[config.mk]
export PLATFORM = sky130hd
export DESIGN_NAME = power_normalizing_agc_core
export DESIGN_NICKNAME = d
export VERILOG_FILES = /design/src/rtl/pnagc_pkg.sv /design/src/rtl/pnagc_csub.sv /design/src/rtl/pnagc_ctrl.sv /design/src/rtl/pnagc_dp.sv /design/src/rtl/power_normalizing_agc_core.sv
export SDC_FILE = /design/constraint.sdc
export NUM_CORES = 2
export LEC_CHECK = 0
export BUFFER_PORTS_ARGS = -buffer_cell sky130_fd_sc_hd__clkbuf_2
export CORE_UTILIZATION = 40
export DETAILED_ROUTE_END_ITERATION = 10
export SLEW_MARGIN = 30
export SYNTH_ARGS = -nofsm -noshare
export SYNTH_HDL_FRONTEND = slang
export SYNTH_HIERARCHICAL = 1
export SYNTH_SLANG_ARGS = --single-unit
[constraint.sdc]
create_clock -name clk -period 12.2 [get_ports clk]
set_input_delay 0 -clock clk [delete_from_list [all_inputs] [get_ports clk]]
set_output_delay 0 -clock clk [all_outputs]
set_load 0.01 [all_outputs]
[src/rtl/pnagc_pkg.sv]
`timescale 1ns / 1ps
`default_nettype none
package pnagc_pkg;

	// Sample width default
	localparam int SampleBitsDef = 16;

	// Fixed datapath widths
	localparam int PowW  = 32;  // held and instantaneous power, Q2.30
	localparam int AccW  = 50;  // product and sum accumulator
	localparam int RootW = 32;  // sqrt(held) in Q1.31
	localparam int RemW  = 36;  // partial remainder of sqrt and divide
	localparam int DivW  = 44;  // dividend |x| * 2^(43-F) + s/2
	localparam int QuoW  = 17;  // quotient bits below the overflow check
	localparam int OutW  = 16;  // Q4.12 result part
	localparam int CntW  = 5;   // step counter for sqrt and divide
	localparam int WghtW = 16;
	localparam int FlrW  = 31;
	localparam int AddrW = 3;
	localparam int DataW = 32;

	localparam logic [WghtW-1:0] WeightRst = 16'd1311;
	localparam logic [FlrW-1:0]  FloorRst  = 31'd1;
	localparam logic [PowW-1:0]  HeldRst   = 32'h4000_0000;
	localparam logic [WghtW:0]   WeightOne = 17'h1_0000;
	localparam logic [QuoW-1:0]  PosLimit  = 17'd32767;
	localparam logic [QuoW-1:0]  NegLimit  = 17'd32768;

	typedef enum logic [0:0] {
		RegWeight = 1'b0,
		RegFloor  = 1'b1
	} reg_idx_t;

	typedef enum logic [12:0] {
		StIdle  = 13'b0_0000_0000_0001,
		StMulRe = 13'b0_0000_0000_0010,
		StMulIm = 13'b0_0000_0000_0100,
		StPwr   = 13'b0_0000_0000_1000,
		StMulW  = 13'b0_0000_0001_0000,
		StMulH  = 13'b0_0000_0010_0000,
		StAvg   = 13'b0_0000_0100_0000,
		StSqrt  = 13'b0_0000_1000_0000,
		StDLoad = 13'b0_0001_0000_0000,
		StDChk  = 13'b0_0010_0000_0000,
		StDiv   = 13'b0_0100_0000_0000,
		StDFin  = 13'b0_1000_0000_0000,
		StDone  = 13'b1_0000_0000_0000
	} state_t;

	typedef struct packed {
		state_t st;
		logic   part;  // 0: real part, 1: imaginary part
	} ctrl_t;

endpackage
`default_nettype wire

[src/rtl/pnagc_csub.sv]
`timescale 1ns / 1ps
`default_nettype none
// Shared compare-subtract: one restoring step of sqrt or divide.
module pnagc_csub (
	input  wire logic [pnagc_pkg::RemW-1:0] a,
	input  wire logic [pnagc_pkg::RemW-1:0] b,
	output logic      [pnagc_pkg::RemW-1:0] diff,
	output logic                            ge
);
	logic [pnagc_pkg::RemW:0] d;

	assign d    = {1'b0, a} - {1'b0, b};
	assign diff = d[pnagc_pkg::RemW-1:0];
	assign ge   = ~d[pnagc_pkg::RemW];
endmodule
`default_nettype wire

[src/rtl/pnagc_ctrl.sv]
`timescale 1ns / 1ps
`default_nettype none
module pnagc_ctrl (
	input  wire logic             clk,
	input  wire logic             arst_n,
	input  wire logic             start,
	input  wire logic             out_free,
	output pnagc_pkg::ctrl_t      ctrl
);
	pnagc_pkg::state_t            state_q, state_d;
	logic                         part_q, part_d;
	logic [pnagc_pkg::CntW-1:0]   cnt_q, cnt_d;

	always_comb begin
		state_d = state_q;
		part_d  = part_q;
		cnt_d   = cnt_q + 1'b1;
		unique case (state_q)
			pnagc_pkg::StIdle: begin
				part_d = 1'b0;
				if (start) state_d = pnagc_pkg::StMulRe;
			end
			pnagc_pkg::StMulRe: state_d = pnagc_pkg::StMulIm;
			pnagc_pkg::StMulIm: state_d = pnagc_pkg::StPwr;
			pnagc_pkg::StPwr:   state_d = pnagc_pkg::StMulW;
			pnagc_pkg::StMulW:  state_d = pnagc_pkg::StMulH;
			pnagc_pkg::StMulH:  state_d = pnagc_pkg::StAvg;
			pnagc_pkg::StAvg: begin
				state_d = pnagc_pkg::StSqrt;
				cnt_d   = '0;
			end
			pnagc_pkg::StSqrt: begin
				if (cnt_q == pnagc_pkg::CntW'(pnagc_pkg::RootW - 1))
					state_d = pnagc_pkg::StDLoad;
			end
			pnagc_pkg::StDLoad: state_d = pnagc_pkg::StDChk;
			pnagc_pkg::StDChk: begin
				state_d = pnagc_pkg::StDiv;
				cnt_d   = '0;
			end
			pnagc_pkg::StDiv: begin
				if (cnt_q == pnagc_pkg::CntW'(pnagc_pkg::QuoW - 1))
					state_d = pnagc_pkg::StDFin;
			end
			pnagc_pkg::StDFin: begin
				if (part_q) begin
					state_d = pnagc_pkg::StDone;
				end else begin
					part_d  = 1'b1;
					state_d = pnagc_pkg::StDLoad;
				end
			end
			pnagc_pkg::StDone: begin
				if (out_free) state_d = pnagc_pkg::StIdle;
			end
			default: state_d = pnagc_pkg::StIdle;
		endcase
	end

	always_ff @(posedge clk or negedge arst_n) begin
		if (!arst_n) begin
			state_q <= pnagc_pkg::StIdle;
			part_q  <= 1'b0;
			cnt_q   <= '0;
		end else begin
			state_q <= state_d;
			part_q  <= part_d;
			cnt_q   <= cnt_d;
		end
	end

	assign ctrl.st   = state_q;
	assign ctrl.part = part_q;
endmodule
`default_nettype wire

[src/rtl/pnagc_dp.sv]
`timescale 1ns / 1ps
`default_nettype none
module pnagc_dp #(
	parameter int SAMPLE_BITS = pnagc_pkg::SampleBitsDef
) (
	input  wire logic                             clk,
	input  wire logic                             arst_n,
	input  wire pnagc_pkg::ctrl_t                 ctrl,
	input  wire logic                             start,
	input  wire logic [SAMPLE_BITS-1:0]           in_real,
	input  wire logic [SAMPLE_BITS-1:0]           in_imag,
	input  wire logic [pnagc_pkg::WghtW-1:0]      weight,
	input  wire logic [pnagc_pkg::FlrW-1:0]       floor_val,
	output logic      [pnagc_pkg::OutW-1:0]       out_real,
	output logic      [pnagc_pkg::OutW-1:0]       out_imag,
	output logic                                  clipped
);
	localparam int SB    = SAMPLE_BITS;
	localparam int MulBW = (SB > pnagc_pkg::WghtW + 1) ? SB : pnagc_pkg::WghtW + 1;
	localparam int PwShr = (2 * SB >= 32) ? 2 * SB - 32 : 0;
	localparam int PwShl = (2 * SB < 32) ? 32 - 2 * SB : 0;
	localparam int DivSh = 44 - SB;
	localparam int PowW  = pnagc_pkg::PowW;
	localparam int AccW  = pnagc_pkg::AccW;
	localparam int RootW = pnagc_pkg::RootW;
	localparam int RemW  = pnagc_pkg::RemW;
	localparam int DivW  = pnagc_pkg::DivW;
	localparam int QuoW  = pnagc_pkg::QuoW;
	localparam int OutW  = pnagc_pkg::OutW;

	logic [SB-1:0]        mag_re_q, mag_im_q, mag_re_d, mag_im_d, mag_sel;
	logic                 neg_re_q, neg_im_q, neg_sel;
	logic [AccW-1:0]      prod_q, acc_q;
	logic [PowW-1:0]      pw_q, held_q;
	logic [PowW-1:0]      rad_q;
	logic [RemW-1:0]      rem_q;
	logic [RootW-1:0]     root_q;
	logic [DivW-1:0]      dvd_q;
	logic [QuoW-1:0]      quo_q;
	logic                 ovf_q;
	logic [OutW-1:0]      res_re_q, res_im_q;
	logic                 clip_q;

	logic [PowW-1:0]      mul_a;
	logic [MulBW-1:0]     mul_b;
	logic [PowW+MulBW-1:0] mul_p;
	logic [AccW-1:0]      sum, pw_full;
	logic [PowW-1:0]      pw_sat, avg_sat, floor_eff, avg_new;
	logic [AccW-17:0]     avg_full;
	logic [RemW-1:0]      cs_a, cs_b, cs_diff;
	logic                 cs_ge;
	logic [QuoW-1:0]      quo_lim, quo_sat;
	logic                 sat_hit;
	logic [OutW-1:0]      part_val;

	// Magnitudes of the incoming parts
	assign mag_re_d = in_real[SB-1] ? (~in_real) + {{(SB-1){1'b0}}, 1'b1} : in_real;
	assign mag_im_d = in_imag[SB-1] ? (~in_imag) + {{(SB-1){1'b0}}, 1'b1} : in_imag;

	// Shared multiplier operands
	always_comb begin
		mul_a = '0;
		mul_b = '0;
		case (ctrl.st)
			pnagc_pkg::StMulRe: begin
				mul_a = PowW'(mag_re_q);
				mul_b = MulBW'(mag_re_q);
			end
			pnagc_pkg::StMulIm: begin
				mul_a = PowW'(mag_im_q);
				mul_b = MulBW'(mag_im_q);
			end
			pnagc_pkg::StMulW: begin
				mul_a = pw_q;
				mul_b = MulBW'(weight);
			end
			pnagc_pkg::StMulH: begin
				mul_a = held_q;
				mul_b = MulBW'(pnagc_pkg::WeightOne - {1'b0, weight});
			end
			default: ;
		endcase
	end
	assign mul_p = mul_a * mul_b;

	// Power scaled to Q2.30
	assign sum     = acc_q + prod_q;
	assign pw_full = (sum >> PwShr) << PwShl;
	assign pw_sat  = (|pw_full[AccW-1:PowW]) ? '1 : pw_full[PowW-1:0];

	// Rounded average, clamped and floored
	assign avg_full  = (AccW-16)'((sum + AccW'(32768)) >> 16);
	assign avg_sat   = (|avg_full[AccW-17:PowW]) ? '1 : avg_full[PowW-1:0];
	assign floor_eff = (floor_val == '0) ? PowW'(1) : {1'b0, floor_val};
	assign avg_new   = (avg_sat < floor_eff) ? floor_eff : avg_sat;

	// Compare-subtract operands
	always_comb begin
		cs_a = '0;
		cs_b = '0;
		case (ctrl.st)
			pnagc_pkg::StSqrt: begin
				cs_a = {rem_q[RemW-3:0], rad_q[PowW-1:PowW-2]};
				cs_b = RemW'({root_q, 2'b01});
			end
			pnagc_pkg::StDChk: begin
				cs_a = RemW'(dvd_q[DivW-1:QuoW]);
				cs_b = RemW'(root_q);
			end
			pnagc_pkg::StDiv: begin
				cs_a = {rem_q[RemW-2:0], dvd_q[QuoW-1]};
				cs_b = RemW'(root_q);
			end
			default: ;
		endcase
	end

	pnagc_csub u_csub (
		.a    (cs_a),
		.b    (cs_b),
		.diff (cs_diff),
		.ge   (cs_ge)
	);

	// Saturate the finished quotient
	assign mag_sel  = ctrl.part ? mag_im_q : mag_re_q;
	assign neg_sel  = ctrl.part ? neg_im_q : neg_re_q;
	assign quo_lim  = neg_sel ? pnagc_pkg::NegLimit : pnagc_pkg::PosLimit;
	assign sat_hit  = ovf_q || (quo_q > quo_lim);
	assign quo_sat  = sat_hit ? quo_lim : quo_q;
	assign part_val = neg_sel ? OutW'(-quo_sat) : OutW'(quo_sat);

	always_ff @(posedge clk or negedge arst_n) begin
		if (!arst_n) begin
			held_q <= pnagc_pkg::HeldRst;
		end else if (ctrl.st == pnagc_pkg::StAvg) begin
			held_q <= avg_new;
		end
	end

	always_ff @(posedge clk) begin
		prod_q <= AccW'(mul_p);
		if (start) begin
			mag_re_q <= mag_re_d;
			mag_im_q <= mag_im_d;
			neg_re_q <= in_real[SB-1];
			neg_im_q <= in_imag[SB-1];
		end
		case (ctrl.st)
			pnagc_pkg::StMulIm: acc_q <= prod_q;
			pnagc_pkg::StPwr:   pw_q  <= pw_sat;
			pnagc_pkg::StMulH:  acc_q <= prod_q;
			pnagc_pkg::StAvg: begin
				rad_q  <= avg_new;
				rem_q  <= '0;
				root_q <= '0;
			end
			pnagc_pkg::StSqrt: begin
				rad_q  <= rad_q << 2;
				rem_q  <= cs_ge ? cs_diff : cs_a;
				root_q <= {root_q[RootW-2:0], cs_ge};
			end
			pnagc_pkg::StDLoad: begin
				dvd_q <= (DivW'(mag_sel) << DivSh) + DivW'(root_q[RootW-1:1]);
			end
			pnagc_pkg::StDChk: begin
				ovf_q <= cs_ge;
				rem_q <= cs_a;
				quo_q <= '0;
			end
			pnagc_pkg::StDiv: begin
				dvd_q <= dvd_q << 1;
				rem_q <= cs_ge ? cs_diff : cs_a;
				quo_q <= {quo_q[QuoW-2:0], cs_ge};
			end
			pnagc_pkg::StDFin: begin
				if (ctrl.part) begin
					res_im_q <= part_val;
					clip_q   <= clip_q | sat_hit;
				end else begin
					res_re_q <= part_val;
					clip_q   <= sat_hit;
				end
			end
			default: ;
		endcase
	end

	assign out_real = res_re_q;
	assign out_imag = res_im_q;
	assign clipped  = clip_q;
endmodule
`default_nettype wire

[src/rtl/power_normalizing_agc_core.sv]
`timescale 1ns / 1ps
`default_nettype none
// Channel    Dir  Handshake                 Payload
// s_axis     in   tvalid/tready             tdata: in_real, in_imag
// m_axis     out  tvalid/tready             tdata: out_real, out_imag; tuser: clipped
// apb        in   psel/penable/pready       paddr, pwdata, prdata (weight, floor)
//
// Each sample passes through the sequencer in order: an idle step, squaring and
// averaging on the shared multiplier, the square root and then one division per
// part on the one compare-subtract unit (one bit per cycle), and a final step
// that hands the result to the output register. Reset sets the sequencer, the
// configuration registers, the output valid flag and the held power (1.0 in Q2.30).
// A stalled result waits in the output register while the next sample starts;
// the sequencer holds in its final step only if that register is still full.
module power_normalizing_agc_core #(
	parameter int SAMPLE_BITS = pnagc_pkg::SampleBitsDef
) (
	input  wire logic                                  clk,
	input  wire logic                                  arst_n,
	input  wire logic                                  s_axis_tvalid,
	output logic                                       s_axis_tready,
	// in_real [SAMPLE_BITS-1:0], in_imag above it, zero padding to bytes
	input  wire logic [((2*SAMPLE_BITS+7)/8)*8-1:0]    s_axis_tdata,
	output logic                                       m_axis_tvalid,
	input  wire logic                                  m_axis_tready,
	// out_real [15:0], out_imag [31:16]
	output logic      [2*pnagc_pkg::OutW-1:0]          m_axis_tdata,
	// clipped [0]
	output logic                                       m_axis_tuser,
	input  wire logic                                  psel,
	input  wire logic                                  penable,
	input  wire logic                                  pwrite,
	input  wire logic [pnagc_pkg::AddrW-1:0]           paddr,
	input  wire logic [pnagc_pkg::DataW-1:0]           pwdata,
	output logic      [pnagc_pkg::DataW-1:0]           prdata,
	output logic                                       pready
);
	pnagc_pkg::ctrl_t                 ctrl;
	logic                             start, out_free, out_load, cfg_wr;
	pnagc_pkg::reg_idx_t              reg_idx;
	logic [pnagc_pkg::WghtW-1:0]      weight_q;
	logic [pnagc_pkg::FlrW-1:0]       floor_q;
	logic [pnagc_pkg::OutW-1:0]       res_re, res_im;
	logic                             res_clip;
	logic                             m_valid_q;
	logic [2*pnagc_pkg::OutW-1:0]     m_data_q;
	logic                             m_user_q;

	// Configuration: word registers at byte addresses 0 and 4, no wait states
	assign pready  = 1'b1;
	assign cfg_wr  = psel & penable & pwrite & pready;
	assign reg_idx = pnagc_pkg::reg_idx_t'(paddr[2]);

	always_comb begin
		unique case (reg_idx)
			pnagc_pkg::RegWeight: prdata = pnagc_pkg::DataW'(weight_q);
			pnagc_pkg::RegFloor:  prdata = pnagc_pkg::DataW'(floor_q);
			default:              prdata = '0;
		endcase
	end

	always_ff @(posedge clk or negedge arst_n) begin
		if (!arst_n) begin
			weight_q <= pnagc_pkg::WeightRst;
			floor_q  <= pnagc_pkg::FloorRst;
		end else if (cfg_wr) begin
			unique case (reg_idx)
				pnagc_pkg::RegWeight: weight_q <= pwdata[pnagc_pkg::WghtW-1:0];
				pnagc_pkg::RegFloor:  floor_q  <= pwdata[pnagc_pkg::FlrW-1:0];
				default: ;
			endcase
		end
	end

	// Input side: take a sample only while the sequencer is idle
	assign s_axis_tready = (ctrl.st == pnagc_pkg::StIdle);
	assign start         = s_axis_tvalid & s_axis_tready;

	// Output side: the output register frees itself on a transfer
	assign out_free = ~m_valid_q | m_axis_tready;
	assign out_load = (ctrl.st == pnagc_pkg::StDone) & out_free;

	pnagc_ctrl u_ctrl (
		.clk      (clk),
		.arst_n   (arst_n),
		.start    (start),
		.out_free (out_free),
		.ctrl     (ctrl)
	);

	pnagc_dp #(
		.SAMPLE_BITS (SAMPLE_BITS)
	) u_dp (
		.clk       (clk),
		.arst_n    (arst_n),
		.ctrl      (ctrl),
		.start     (start),
		.in_real   (s_axis_tdata[SAMPLE_BITS-1:0]),
		.in_imag   (s_axis_tdata[2*SAMPLE_BITS-1:SAMPLE_BITS]),
		.weight    (weight_q),
		.floor_val (floor_q),
		.out_real  (res_re),
		.out_imag  (res_im),
		.clipped   (res_clip)
	);

	always_ff @(posedge clk or negedge arst_n) begin
		if (!arst_n) begin
			m_valid_q <= 1'b0;
		end else if (out_load) begin
			m_valid_q <= 1'b1;
		end else if (m_axis_tready) begin
			m_valid_q <= 1'b0;
		end
	end

	// Load the result payload with its flag
	always_ff @(posedge clk) begin
		if (out_load) begin
			m_data_q <= {res_im, res_re};
			m_user_q <= res_clip;
		end
	end

	assign m_axis_tvalid = m_valid_q;
	assign m_axis_tdata  = m_data_q;
	assign m_axis_tuser  = m_user_q;

`ifndef ASSERT_OFF
	// An accepted sample keeps the block busy on the next cycle
	a_busy_after_accept: assert property (@(posedge clk) disable iff (!arst_n)
		start |=> !s_axis_tready)
		else $error("sample accepted while previous one in flight");

	// A handed-off result shows up as valid on the next cycle
	a_load_shows: assert property (@(posedge clk) disable iff (!arst_n)
		out_load |=> m_axis_tvalid)
		else $error("result loaded but not presented");

	// A clip flag means at least one part sits at a rail
	a_clip_rail: assert property (@(posedge clk) disable iff (!arst_n)
		(m_axis_tvalid && m_axis_tuser) |->
			(m_axis_tdata[15:0] == 16'h7FFF || m_axis_tdata[15:0] == 16'h8000 ||
			 m_axis_tdata[31:16] == 16'h7FFF || m_axis_tdata[31:16] == 16'h8000))
		else $error("clip flag without saturated part");
`endif
endmodule
`default_nettype wire

==> qor.txt <==
status = finished with violations
failing checks = DRC
fin. max-slew vios = 0
vias = 36,502
slowest stage delay, CP = 0.77 ns
CTS H-tree lvls = 2
HPWL Detailed = 103,000 um
Routed Antenna Nets = 0
First-pass DRT Iterations = 11
TritonCTS buffer count = 54
fmax = 92.4 MHz
post-CTS resize count = 0
Residual DRC = 12
vias in the first global route = 36,312
yosys warns = 6
Leak = 23.1 nW
worst r2r src = weight_q[0]
Port Buffers = 136
synthesized area = 46,500 um^2
clock sinks = 490
Max rail drop VDD = 0.131 mV
Setup Viol. Count Final = 0
TNS Setup = 0 ns
crit path max-delay cell type = or3_1
clk slew on worst S/H paths = 0.06 ns
clk buf depth = 3
RSZ-0062 raised after global routing = no
Final Hold Vio Count = 0
Hold Path Cell Cnt = 3
cell mode on critical path = fa_1
CTS tree = done
fin crit period = 10.82 ns
Worst-Margin Slew = 1.02 ns
Hold Path End = floor_q[16]
share of cells above drive strength 1 = 9.08%
global-route wire length before repair = 208,000 um
Layout Skew = 0.0449 ns
routability cong. = 0.942
DR WL/cell = 19.9 um
commonest non-fill, non-tap cell in the layout = nand2_1
hold_sp = pwdata[16]
initial drt markers = 3,046
critical path fanouts, max = 23
antenna violations before repair = 0
leading cell types in the layout, fill and taps excluded = 812 x nand2_1, 696 x inv_1, 452 x fa_1, 342 x edfxtp_1, 308 x nor2_1
Final nets = 5,913
CP arrival = 11.30 ns
Cells after Synth = 4,972
Critical Path RT = 12.68 ns
initial cell density of the core = 40.5%
vias per cell = 5.46
Layout area overhead = 11.4%
core area = 115,000 um^2
pin count of the biggest net entering global routing = 72
Die W = 343 um
die area = 118,000 um^2
final total power = 5.90 mW
clock latency on the worst-skew pair = 0.64 ns
worst r2r dst = u_dp/prod_q[48]
Clock Tree Root = clkbuf_16
Tot GR Track Use = 22.7%
GRT overflow = 0
max_cap viols = 0
r2r setup slk = 1.38 ns
startpoint types = register
final cycle utilization of the critical path = 88.7%
die span in y = 343 um
CP Class = reg2reg
Rel. slew slack = 31.9%
R2R cell count = 31
Hold Path Class = in2reg
PD cells = 114 nW/um^2
cts hold-fix bufs = 92
Post-Syn Area per Cell = 9.34 um^2
CP Capture Type = register
Setup Fix Bufs, Post-CTS = 0
row count = 124
io pins = 142
final WL = 133,000 um
## flip-flops by register name (all words and copies together), names as in the netlist, 17 cells and up
name          flops
u_dp/held_q      32
u_dp/prod_q      49
floor_q          31
u_dp/rem_q       35
u_dp/acc_q       49
u_dp/pw_q        32
u_dp/rad_q       32
u_dp/root_q      32
u_dp/quo_q       17
u_dp/dvd_q       44
m_axis_tdata     32
## critical path, delay by kind of cell, from the launching register on
kind / cells / cell delay, ns
compound gates: 10 / 2.73
xor+xnor: 1 / 0.11
fa+ha+maj: 8 / 3.67
buf+inv: 3 / 0.16
flops: 1 / 0.42
simple gates: 9 / 3.54
## through the flow
step           area (um^2)  hold slack [ns]  cells  setup WS [ns]  util (%)
6_report             51800            0.123   6682           1.38      45.1
5_1_grt              51800            0.113   6680          0.980      45.1
2_1_floorplan        46500           -0.296   4973           2.90         -
3_3_place_gp         48900          -0.0469   6482           1.49      42.6
4_1_cts              51700           0.0924   6678           1.36      45.1
3_5_place_dp         49000          -0.0400   6484           1.45      42.6
## how the worst max path moves through the flow
| stage | startpoint | to | cells past startpoint |
|---|---|---|---|
| global route | weight_q[0] | u_dp/prod_q[48] | 31 |
| global placement | weight_q[1] | u_dp/prod_q[48] | 31 |
| finish | weight_q[0] | u_dp/prod_q[48] | 31 |
| floorplan | weight_q[1] | u_dp/prod_q[48] | 35 |
| CTS | weight_q[0] | u_dp/prod_q[48] | 31 |
| detailed placement | weight_q[0] | u_dp/prod_q[48] | 31 |
## layout make-up
| cell class | instances | area (um^2) |
|---|---|---|
| clock inverters | 34 | 414 |
| diodes | 2 | 5.00 |
| clock buffers | 68 | 1440 |
| multi-input cells | 3567 | 29400 |
| repair buffers | 312 | 2280 |
| well taps | 1512 | 1890 |
| fillers | 11234 | 63000 |
| flip-flops and latches | 490 | 13700 |
| inverters | 697 | 2620 |
## layer usage
metal / GRT usage (%) / vias to the layer above / share of wire [%]
li1: - / 17024 / -
met1: 30.8 / 18371 / 44
met2: 38.5 / 946 / 49
met3: 2.44 / 161 / 4.7
met4: 5.67 / 0 / 2.5
met5: 0 / - / 0
## report_power, final
part	total, mW	leakage, nW	switching [mW]	internal [mW]
Clock	1.72	0.892	0.741	0.979
Sequential	2.08	4.72	0.144	1.93
Combinational	2.10	17.5	1.36	0.739
Power figures use the tool's default switching activity.
